$ cat config.mk
export PLATFORM = sky130hd
export DESIGN_NAME = mgct_ctrl
export DESIGN_NICKNAME = d
export VERILOG_FILES = /design/src/mgct_pkg.sv /design/src/mgct_ctrl.sv
export VERILOG_INCLUDE_DIRS = /design/src /design/src/src
export SDC_FILE = /design/constraint.sdc
export NUM_CORES = 1
export LEC_CHECK = 0
export BUFFER_PORTS_ARGS = -buffer_cell sky130_fd_sc_hd__buf_2
export CORE_AREA = 8 8 45 47
export DETAILED_ROUTE_END_ITERATION = 6
export DIE_AREA = 0 0 53 55
export GPL_TIMING_DRIVEN = 0
export PLACE_DENSITY = 0.74
export SLEW_MARGIN = 20
export SYNTH_ARGS = -nofsm -noshare
export SYNTH_HDL_FRONTEND = slang
export SYNTH_SLANG_ARGS = --single-unit
$ cat constraint.sdc
create_clock -name clk -period 3.25 [get_ports clk]
set_clock_uncertainty 0.1 [all_clocks]
set_input_delay 0.65 -clock clk [delete_from_list [all_inputs] [get_ports clk]]
set_output_delay 0.65 -clock clk [all_outputs]
set_load 0.05 [all_outputs]
$ cat src/molecule_gap_capture_tracker_defines.svh
// Assertion helpers for the gap capture tracker
`ifndef MOLECULE_GAP_CAPTURE_TRACKER_DEFINES_SVH
`define MOLECULE_GAP_CAPTURE_TRACKER_DEFINES_SVH
`define MGCT_ASSERT_IMP(lbl, a, c) \
  lbl: assert property (@(posedge clk) disable iff (!rst_n) (a) |-> (c)) else $error("same-cycle check failed");
`define MGCT_ASSERT_NXT(lbl, a, c) \
  lbl: assert property (@(posedge clk) disable iff (!rst_n) (a) |=> (c)) else $error("next-cycle check failed");
`endif

$ cat src/mgct_pkg.sv
//------------------------------------------------------------------------------
// mgct_pkg
// Types and constants shared by the gap capture tracker.
//------------------------------------------------------------------------------
`timescale 1ns / 1ps
package mgct_pkg;
  localparam int IonAtomsMax  = 256;
  localparam int TypeCount    = 8;
  localparam int MoleculesMax = 1024;
  localparam int SlotW = $clog2(IonAtomsMax);
  localparam int TypeW = $clog2(TypeCount);
  localparam int MolW  = $clog2(MoleculesMax);
  localparam logic [30:0] Root6Q30 = 31'd1205234447;
  localparam logic signed [31:0] GapMax = 32'sh7FFF_FFFF;
  localparam logic signed [31:0] GapMin = 32'sh8000_0000;

  localparam logic [1:0] FUNC_ION  = 2'd0;
  localparam logic [1:0] FUNC_VAP  = 2'd1;
  localparam logic [1:0] FUNC_SIZE = 2'd2;
  localparam logic [1:0] CFG_ARRIVE = 2'd0;
  localparam logic [1:0] CFG_LEAVE  = 2'd1;
  localparam logic [1:0] CFG_COUNT  = 2'd2;

  typedef struct packed {
    logic [1:0]         func;
    logic [7:0]         ion_slot;
    logic [9:0]         molecule_id;
    logic signed [31:0] pos_x;
    logic signed [31:0] pos_y;
    logic signed [31:0] pos_z;
    logic [2:0]         atom_type;
    logic               first_atom;
    logic               last_atom;
    logic [30:0]        type_size;
    logic [31:0]        time_stamp;
  } in_req_t;

  typedef struct packed {
    logic [9:0]         out_molecule;
    logic signed [31:0] min_gap;
    logic [7:0]         nearest_ion_atom;
    logic               nearest_valid;
    logic               was_bound;
    logic               now_bound;
    logic [31:0]        out_time;
  } out_req_t;

  typedef enum logic [3:0] {
    ST_IDLE, ST_CLEAR, ST_RD, ST_DIFF, ST_SQ, ST_SUM, ST_SQRT, ST_GAP, ST_CMP,
    ST_FLAG_RD, ST_FLAG_WAIT, ST_EMIT
  } state_t;

  typedef struct packed {
    logic load;      // latch request
    logic write_ion;
    logic write_size;
    logic restart;
    logic clr_slot;
    logic inc_slot;
    logic rd;
    logic diff;
    logic sq;
    logic sum;
    logic sqrt_start;
    logic gap;
    logic cmp;
    logic clr_flag;
    logic flag_rd;
    logic emit;
  } ctl_t;

  typedef struct packed {
    logic last_slot;
    logic no_atoms;
    logic sqrt_done;
    logic clear_done;
  } sts_t;
endpackage

$ cat src/mgct_ctrl.sv
//------------------------------------------------------------------------------
// mgct_ctrl
// Sequencer for loads, the per-slot gap loop and the result step.
//------------------------------------------------------------------------------
`timescale 1ns / 1ps
module mgct_ctrl (
  input  logic           clk,
  input  logic           rst_n,
  input  logic           start,
  input  logic [1:0]     func,
  input  logic           first_atom,
  input  logic           last_atom,
  input  mgct_pkg::sts_t sts,
  output mgct_pkg::ctl_t ctl,
  output logic           busy,
  output logic           out_strobe
);
  import mgct_pkg::*;
  `include "molecule_gap_capture_tracker_defines.svh"

  state_t state_r, state_nxt;
  logic [1:0] func_r;
  logic last_r;
  logic sq_go;

  always_ff @(posedge clk) begin
    if (!rst_n) begin
      state_r <= ST_CLEAR;
      func_r  <= FUNC_ION;
      last_r  <= 1'b0;
    end else begin
      state_r <= state_nxt;
      if (start && !busy) begin
        func_r <= func;
        last_r <= last_atom;
      end
    end
  end

  always_comb begin
    state_nxt = state_r;
    case (state_r)
      ST_CLEAR: if (sts.clear_done) state_nxt = ST_IDLE;
      ST_IDLE: begin
        if (start && func == FUNC_VAP) begin
          state_nxt = ST_RD;
        end
      end
      ST_RD: begin
        if (sts.no_atoms) state_nxt = last_r ? ST_FLAG_RD : ST_IDLE;
        else state_nxt = ST_DIFF;
      end
      ST_DIFF: state_nxt = ST_SQ;
      ST_SQ:   state_nxt = ST_SUM;
      ST_SUM:  state_nxt = ST_SQRT;
      // the root unit reports busy only from the cycle after its start
      ST_SQRT: if (sts.sqrt_done && !sq_go) state_nxt = ST_GAP;
      ST_GAP:  state_nxt = ST_CMP;
      ST_CMP: begin
        if (!sts.last_slot) state_nxt = ST_RD;
        else state_nxt = last_r ? ST_FLAG_RD : ST_IDLE;
      end
      ST_FLAG_RD:   state_nxt = ST_FLAG_WAIT;
      ST_FLAG_WAIT: state_nxt = ST_EMIT;
      ST_EMIT:      state_nxt = ST_IDLE;
      default:      state_nxt = ST_IDLE;
    endcase
  end

  always_ff @(posedge clk) begin
    if (!rst_n) sq_go <= 1'b0;
    else sq_go <= (state_r == ST_SUM);
  end

  always_comb begin
    ctl = '0;
    busy = (state_r != ST_IDLE);
    out_strobe = 1'b0;
    case (state_r)
      ST_IDLE: begin
        ctl.load = start;
        ctl.restart = start && func == FUNC_VAP && first_atom;
        ctl.clr_slot = 1'b1;
      end
      ST_CLEAR: ctl.clr_flag = 1'b1;
      ST_RD:    ctl.rd = 1'b1;
      ST_DIFF:  ctl.diff = 1'b1;
      ST_SQ:    ctl.sq = 1'b1;
      ST_SUM:   ctl.sum = 1'b1;
      ST_SQRT:  ctl.sqrt_start = sq_go;
      ST_GAP:   ctl.gap = 1'b1;
      ST_CMP: begin
        ctl.cmp = 1'b1;
        ctl.inc_slot = 1'b1;
      end
      ST_FLAG_WAIT: ctl.flag_rd = 1'b1;
      ST_EMIT: begin
        ctl.emit = 1'b1;
        out_strobe = 1'b1;
      end
      default: ;
    endcase
  end

  `MGCT_ASSERT_NXT(a_emit_idle, state_r == ST_EMIT, state_r == ST_IDLE)
  `MGCT_ASSERT_IMP(a_strobe_last, out_strobe, last_r && func_r == FUNC_VAP)
  `MGCT_ASSERT_IMP(a_cmp_busy, state_r == ST_CMP, busy)
  `MGCT_ASSERT_NXT(a_sqrt_go, state_r == ST_SUM, state_r == ST_SQRT)
endmodule

==> flow_summary.toml, run 1 <==
[run_status]
status = "finished, final reports clean"

[floorplanning]
die_area_um2 = 2915
core-area_um2 = 1384
die_x_um = 53
rows = 14
io_pins = 29
initial_core_util_pct = 39.15
die_y_um = 55

[yosys]
yosys.area_share.simple_pct = 39.26
synth.area.mux_share_pct = 0
yosys.area_share.adder_pct = 0
synth_seq_cells = 6
synth_top_family_by_area = "simple AND/OR/NAND/NOR gates"
post_synth_num_cell_types = 34
syn_inst = 69
synth-xor-area-share_pct = 1.617
synth.yosys.seq_area_share_pct = 22.17
synth-compound-area-share_pct = 22.17
syn_avg_cell_area_um2 = 7.852
yosysWarnings = 0
synthesis.area_um2 = 541.8

[global_route]
grt_usage_pct = 11.32
grt_max_degree = 11
antenna_found_initial = 0
grt_pass1_wl_mm = 2.477
grt_pass1_vias = 568
grt.overflow.total = 0

[clock_network]
cts.htree.levels = 1
cts_resized = 0
cts_hold_buffers = 0
cts-root-buf = "clkbuf_4"
clock-sinks = 6
clk_latency_ns = 0.25
cts-buffers-inserted = 3
clkTransAtPathRegs_ns = 0.05
clock_path_buffers = 2
cts_setup_buffers = 0
cts_tree = "built"

[final_layout]
syn_to_final_growth_pct = 32.56
antennaDiodeCount = 0
layout.nets = 112
drive_above_1_share_pct = 43.43

[timing]
min_period_ns = 2.274
worst_slack_ns = 0.9756
rsz0062_at_grt = "no"
fin_crit_sh_pct = 69.98
max_freq_mhz = 439.7
finalSetupTns_ns = 0
finalHoldViolations = 0
slew_viol_final = 0
setup_viol = 0

[placement]
place_ws_ns = 1.088
hpwl_mm = 1.167
place.gp.congestion = 0.8373
io_buffers = 26

[worst_setup_path]
end_kind = "output port"
critPathBufInv = 3
crit_path_start_kind = "register"
max_stage_delay_ns = 0.46
critPathArrivalTime_ns = 1.52
path_cells = "buf_4, nand2_2, nor2_1, buf_4, buf_2"
required_ns = 2.50
cpMostUsedCell = "buf_4"
path_class = "reg -> out"
cpMaxStageDelayCell = "dfxtp_1"
cp_max_fo = 10
cp_top_family = "buffers and inverters"

[routing]
drt_iter0_drc = 27
ant_nets = 0
vias = 598
drt-pass1-iter-count = 4
viasPerCell = 5.200
drc = 0
wl_per_cell_um = 12.90
totalWireLength_mm = 1.483

[power]
irDropWorstVdd_mv = 0.2303
power_leakage_nw = 0.3415
power_density_nw_per_um2 = 305.6

[run]
maxCapViolCount = 0

[worst_hold_path]
hold_path.class = "in -> reg"
## cell families (layout without fill, tap and decap cells)
group,count (synthesis),count (layout)
compound gates,15,15
xor+xnor,1,1
buf+inv,11,40
flops,6,6
other cells,1,2
simple gates,35,35
## synthesized netlist by cell type, drive strengths merged
cell type / number / share of area (%)
buf: 9 / 13
nor3: 8 / 7.4
dfxtp: 6 / 22
nand2: 5 / 3.9
nand2b: 5 / 6.2
nor2: 5 / 3.5
a211oi: 3 / 5.1
a21oi: 3 / 2.8
a21boi: 2 / 2.8
and2: 2 / 2.3
and3: 2 / 2.3
inv: 2 / 1.4
o21a: 2 / 2.8
o311ai: 2 / 4.6
and3b: 1 / 1.6
conb: 1 / 0.69
nand3b: 1 / 1.4
nor2b: 1 / 1.2
nor3b: 1 / 1.4
nor4: 1 / 3.9
o21ai: 1 / 0.92
o221ai: 1 / 1.6
o31a: 1 / 1.6
or3: 1 / 1.2
or3b: 1 / 1.6
or4: 1 / 1.4
xor2: 1 / 1.6
## final cells by class
cell class                 instances  area (µm²)
buffer                             9       68.82
timing repair buffer              26       130.1
sequential                         6       120.1
multi-input combinational         53       349.1
tap                               16       20.02
clock buffer                       3       22.52
inverter                           2       7.507
fill                             135       665.6
## metrics by stage
| stage | instances | cell area [µm²] | hold WS, ns | util (%) | power, mW |
|---|---|---|---|---|---|
| after floorplan | 70 | 545.5 | 0.5228 | - | 0.1321 |
| after global placement | 112 | 695.7 | 0.5435 | 50.27 | 0.1485 |
| after detailed placement | 112 | 695.7 | 0.5477 | 50.27 | 0.1495 |
| after CTS | 115 | 718.2 | 0.5445 | 51.90 | 0.2205 |
| after global routing | 115 | 718.2 | 0.5604 | 51.90 | 0.2321 |
| final | 115 | 718.2 | 0.5426 | 51.90 | 0.2195 |
## placed cells by master, fill, tap and decap left out, types with 3 or more instances in the layout
cell / count
a21oi_1: 3
buf_2: 27
clkbuf_4: 3
nand2_1: 4
nor3_1: 8
dfxtp_1: 6
buf_4: 7
nand2b_1: 4
nor2_1: 5
## report_power, final
part | internal, mW | switching, mW | total [mW]
clock network | 0.0420 | 0.0296 | 0.0716
registers | 0.0762 | 0.00262 | 0.0788
logic | 0.0240 | 0.0451 | 0.0691
total | 0.142 | 0.0773 | 0.219
## registers in the layout, summed over array words and instances (netlist names)
register and flops:
sq_go 1, state_r 4, last_r 1
## final timing paths
check,start,end,slack (ns),cells after the start
worst max-delay path,state_r[1]$_SDFFE_PN0P_,ctl[0],0.98,5
worst min-delay path,rst_n,state_r[0]$_SDFFE_PN1P_,0.54,2
worst max register to register,state_r[3]$_SDFFE_PN0P_,state_r[1]$_SDFFE_PN0P_,1.90,4
worst min register to register,last_r$_SDFFE_PN0P_,last_r$_SDFFE_PN0P_,0.55,2
## per-layer routing
layer	vias to the layer above	global-route usage, %	wire [µm]
met4	0	6.466	32
li1	300	-	-
met5	-	0	0
met1	269	11.26	515
met2	25	20.51	810
met3	4	3.476	124
(Power assumes the default switching activity.)
==> run 2, diff against run 1 <==
clock period = 2.2 ns   (was 3.25 ns; I/O delays follow)
==> flow_summary.toml, run 2 (synthesis gave the netlist of run 1 again) <==
[power]
pwr-share-seq_pct = 36.4
totalPowerFinal_uw = 320.2
power_density_nw_per_um2 = 428.6
pwr-share-clk_pct = 31.3
power_leakage_nw = 0.3549
p_int_uw = 209.4
p_sw_share_pct = 34.61
pwr-share-comb_pct = 32.2
p_sw_uw = 110.8
irDropWorstVdd_mv = 0.3310

[routing]
drt-pass1-iter-count = 6
viasPerCell = 5.026
totalWireLength_mm = 1.521
wl_per_cell_um = 13.23
ant_nets = 0
drt_iter0_drc = 11
drc = 0
vias = 578

[final_layout]
fillCellCount = 142
antennaDiodeCount = 0
layout_common_cells = "buf_2 (27), buf_4 (7), dfxtp_1 (6)"
drive_above_1_share_pct = 50.51
fin_area_um2 = 747.0
fin_util_pct = 53.98
mostFrequentLayoutCell = "buf_2"
final_cells = 115
largest_reg_flops = 4
layout.nets = 112
top_regs = "state_r: 4 flops, last_r: 1 flops, sq_go: 1 flops"
syn_to_final_growth_pct = 37.88
regMostFlops = "state_r"

[timing]
max_freq_mhz = 478.0
min_period_ns = 2.092
fin_crit_sh_pct = 95.10
slew_viol_final = 0
worst_slack_ns = 0.1078
rsz0062_at_grt = "no"
finalHoldViolations = 0
setup_viol = 0
hold_ws_ns = 0.3540
finalSetupTns_ns = 0

[floorplanning]
die_y_um = 55
rows = 14
io_pins = 29
die_x_um = 53
core-area_um2 = 1384
initial_core_util_pct = 39.15
die_area_um2 = 2915

[worst_hold_path]
holdPathStages = 2
hold_start = "rst_n"
hold_path.class = "in -> reg"
min_to = "state_r[0]$_SDFFE_PN1P_"

[worst_setup_path]
cp_top_family = "simple AND/OR/NAND/NOR gates"
r2r_cells = 4
critPathBufInv = 2
r2r-start = "state_r[0]$_SDFFE_PN1P_"
end_kind = "output port"
path_cells = "buf_2, nor4_4, and3_2, buf_2"
path_class = "reg -> out"
cp_max_fo = 10
cpMaxStageDelayCell = "nor4_4"
crit_path_start_kind = "register"
rrSetupSlack_ns = 0.80
required_ns = 1.66
r2r-end = "state_r[3]$_SDFFE_PN0P_"
cpMostUsedCell = "buf_2"
critPathArrivalTime_ns = 1.55
max_stage_delay_ns = 0.38

[run_status]
status = "finished, final reports clean"

[run]
maxCapViolCount = 0

[clock_network]
cts_tree = "built"
cts.htree.levels = 1
cts_setup_buffers = 0
cts-root-buf = "clkbuf_4"
clock_path_buffers = 2
cts_resized = 0
cts-buffers-inserted = 3
clk_latency_ns = 0.24
clock-sinks = 6
clkTransAtPathRegs_ns = 0.05
cts_hold_buffers = 0

[global_route]
grt_usage_pct = 11.82
grt_pass1_wl_mm = 2.601
antenna_found_initial = 0
grt_pass1_vias = 581
grt_max_degree = 11
grt.overflow.total = 0

[placement]
place.gp.congestion = 0.7925
place_ws_ns = 0.3459
placed_cells = 112
placed_area_um2 = 724.4
io_buffers = 26
hpwl_mm = 1.221
run 2: layer usage:
layer	wire length, µm	GRT usage (%)
met3	98	2.941
met4	27	6.466
met1	607	12.82
met2	787	20.70
met5	0	0
run 2: layout make-up:
| class | count | area (µm²) | area share, % |
|---|---|---|---|
| Clock buffer | 3 | 22.52 | 3.015 |
| Multi-Input combinational cell | 53 | 377.9 | 50.59 |
| Sequential cell | 6 | 120.1 | 16.08 |
| Buffer | 9 | 68.82 | 9.213 |
| Tap cell | 16 | 20.02 | 2.680 |
| Timing Repair Buffer | 26 | 130.1 | 17.42 |
| Inverter | 2 | 7.507 | 1.005 |
run 2: worst max path at each step:
stage                          to  depth (start not counted)                     from  slack (ns)
final                     ctl[12]                          4  state_r[2]$_SDFFE_PN0P_        0.11
after detailed placement  ctl[12]                          4  state_r[2]$_SDFFE_PN0P_        0.35
after floorplan           ctl[15]                          3  state_r[2]$_SDFFE_PN0P_       -0.06
after global placement    ctl[12]                          4  state_r[2]$_SDFFE_PN0P_        0.36
after global routing      ctl[12]                          4  state_r[2]$_SDFFE_PN0P_       0.001
after CTS                 ctl[12]                          4  state_r[2]$_SDFFE_PN0P_        0.10
run 2: worst register-to-register path, cell delays in order (launching register included):
cell and delay (ns):
dfxtp_1 0.39, buf_6 0.17, nand2b_1 0.24, nor3_1 0.08
o31a_1 0.29
run 2: power groups by stage:
stage / logic (mW) / registers, mW / clock network, mW
2_1_floorplan: 0.0782 / 0.118 / 0
3_3_place_gp: 0.102 / 0.118 / 0
3_5_place_dp: 0.103 / 0.119 / 0
4_1_cts: 0.104 / 0.116 / 0.103
5_1_grt: 0.111 / 0.117 / 0.110
6_report: 0.103 / 0.117 / 0.100
==> run 3, diff against run 2 <==
ABC_AREA = 1   (was unset)
CAP_MARGIN = 30   (was unset)
PLACE_DENSITY = 0.67   (was 0.74)
==> flow_summary.toml, run 3 <==
[run_status]
status = "finished, final reports clean"

[final_layout]
drive_above_1_share_pct = 36.94
largest_reg_flops = 4
syn_to_final_growth_pct = 38.42
layout.nets = 124
mostFrequentLayoutCell = "buf_2"
regMostFlops = "state_r"
fillCellCount = 149
final_cells = 127
antennaDiodeCount = 0
layout_common_cells = "buf_2 (26), nor2_1 (18), nand2_1 (16)"
top_regs = "state_r: 4 flops, last_r: 1 flops, sq_go: 1 flops"

[timing]
rsz0062_at_grt = "no"
min_period_ns = 1.969
fin_crit_sh_pct = 89.50
finalHoldViolations = 0
finalSetupTns_ns = 0
slew_viol_final = 0
max_freq_mhz = 507.9
setup_viol = 0

[clock_network]
clock-sinks = 6
cts.htree.levels = 1
cts_hold_buffers = 0
clock_path_buffers = 2
cts_setup_buffers = 0
cts_resized = 0
clkTransAtPathRegs_ns = 0.04
cts-root-buf = "clkbuf_4"
cts-buffers-inserted = 3
clk_latency_ns = 0.25
cts_tree = "built"

[routing]
wl_per_cell_um = 10.46
vias = 592
viasPerCell = 4.661
totalWireLength_mm = 1.329
drt_iter0_drc = 6
ant_nets = 0
drt-pass1-iter-count = 4
drc = 0

[yosys]
synth_top_cell_area_share_pct = 26.16
synth_seq_cells = 6
yosysMostFrequentCell = "nor2_1"
async_reset_ff_share_pct = 0
syn_inst = 81
synth_flop_cell = "dfxtp_1"
syn_avg_cell_area_um2 = 5.669
synth_commonest_cells = "nor2_1 (18), nand2_1 (16), inv_1 (10)"
yosysWarnings = 0
synthesis.area_um2 = 459.2
synth.yosys.seq_area_share_pct = 26.16
yosysTopAreaCell = "dfxtp_1"
synth_area_leaders = "dfxtp_1 (26%), nor2_1 (15%), nand2_1 (13%)"
post_synth_num_cell_types = 15
synth_enable_flop_cells = 0

[global_route]
grt_max_degree = 6
antenna_found_initial = 0
grt_usage_pct = 9.677
grt.overflow.total = 0
grt_pass1_vias = 559
grt_pass1_wl_mm = 2.132

[floorplanning]
initial_core_util_pct = 33.18
die_area_um2 = 2915
core-area_um2 = 1384
die_y_um = 55
io_pins = 29
rows = 14
die_x_um = 53

[run]
maxCapViolCount = 0

[worst_hold_path]
hold_path.class = "in -> reg"

[worst_setup_path]
end_kind = "output port"
required_ns = 1.66
crit_path_start_kind = "register"
cp_max_fo = 5
critPathArrivalTime_ns = 1.43
path_class = "reg -> out"

[placement]
hpwl_mm = 1.172
io_buffers = 26
placed_cells = 124
place.gp.congestion = 0.8513

[power]
irDropWorstVdd_mv = 0.2690
power_density_nw_per_um2 = 644.4
power_leakage_nw = 0.3771
## run 3: worst paths after layout
kind	end	startpoint	slack, ns	cells after the start
setup / recovery	ctl[4]	state_r[2]$_SDFFE_PN0P_	0.23	5
hold / removal	state_r[0]$_SDFFE_PN1P_	rst_n	0.29	2
setup reg to reg	state_r[1]$_SDFFE_PN0P_	state_r[2]$_SDFFE_PN0P_	0.89	7
hold reg to reg	last_r$_SDFFE_PN0P_	last_r$_SDFFE_PN0P_	0.40	2
## run 3: report_power, final
part	total (mW)	switching (mW)	internal, mW
Sequential	0.128	0.0107	0.117
Combinational	0.176	0.130	0.0453
Clock	0.106	0.0439	0.0620
Total	0.410	0.185	0.225
## run 3: kinds of logic (layout without fill, tap and decap cells)
kind of cell | count (synthesis) | in the layout | share of synthesized area, %
AO/OA/AOI/OAI | 8 | 8 | 9.264
other | 1 | 2 | 0.8167
flip-flops | 6 | 6 | 26.16
AND/OR/NAND/NOR | 48 | 48 | 45.78
buffers and inverters | 18 | 47 | 17.98
## run 3: area by class of cell
cell class                 instances  area, µm²  share of cell area (%)
clock buffer                       3      22.52                   3.543
sequential                         6      120.1                   18.90
inverter                          14      52.55                   8.268
timing repair buffer              26      130.1                   20.47
buffer                             4      30.03                   4.724
tap                               16      20.02                   3.150
multi-input combinational         58      260.3                   40.94
## run 3: layer usage
metal / up-vias / wire length (µm) / track usage [%] / part of all wire (%)
met2: 22 / 610 / 15.82 / 46
met3: 5 / 121 / 2.941 / 9.1
li1: 309 / - / - / -
met5: - / 0 / 0 / 0
met4: 0 / 44 / 8.190 / 3.3
met1: 256 / 552 / 10.05 / 42
## run 3: worst max-delay path, stage by stage, from the launching register on
cell and delay (ns):
dfxtp_1 0.42, inv_2 0.06, nor2_2 0.19, inv_1 0.08
nor2_1 0.14, buf_2 0.29
## run 3: stage by stage
step / hold WS (ns) / setup slack, ns / cell area, µm² / utilization (%) / power [mW]
2_1_floorplan: 0.3708 / 0.06440 / 462.9 / - / 0.2653
3_3_place_gp: 0.3858 / 0.5129 / 613.1 / 44.30 / 0.3043
3_5_place_dp: 0.3912 / 0.4933 / 613.1 / 44.30 / 0.3068
4_1_cts: 0.2907 / 0.2235 / 635.6 / 45.93 / 0.4139
5_1_grt: 0.3051 / 0.1189 / 635.6 / 45.93 / 0.4397
6_report: 0.2902 / 0.2310 / 635.6 / 45.93 / 0.4096
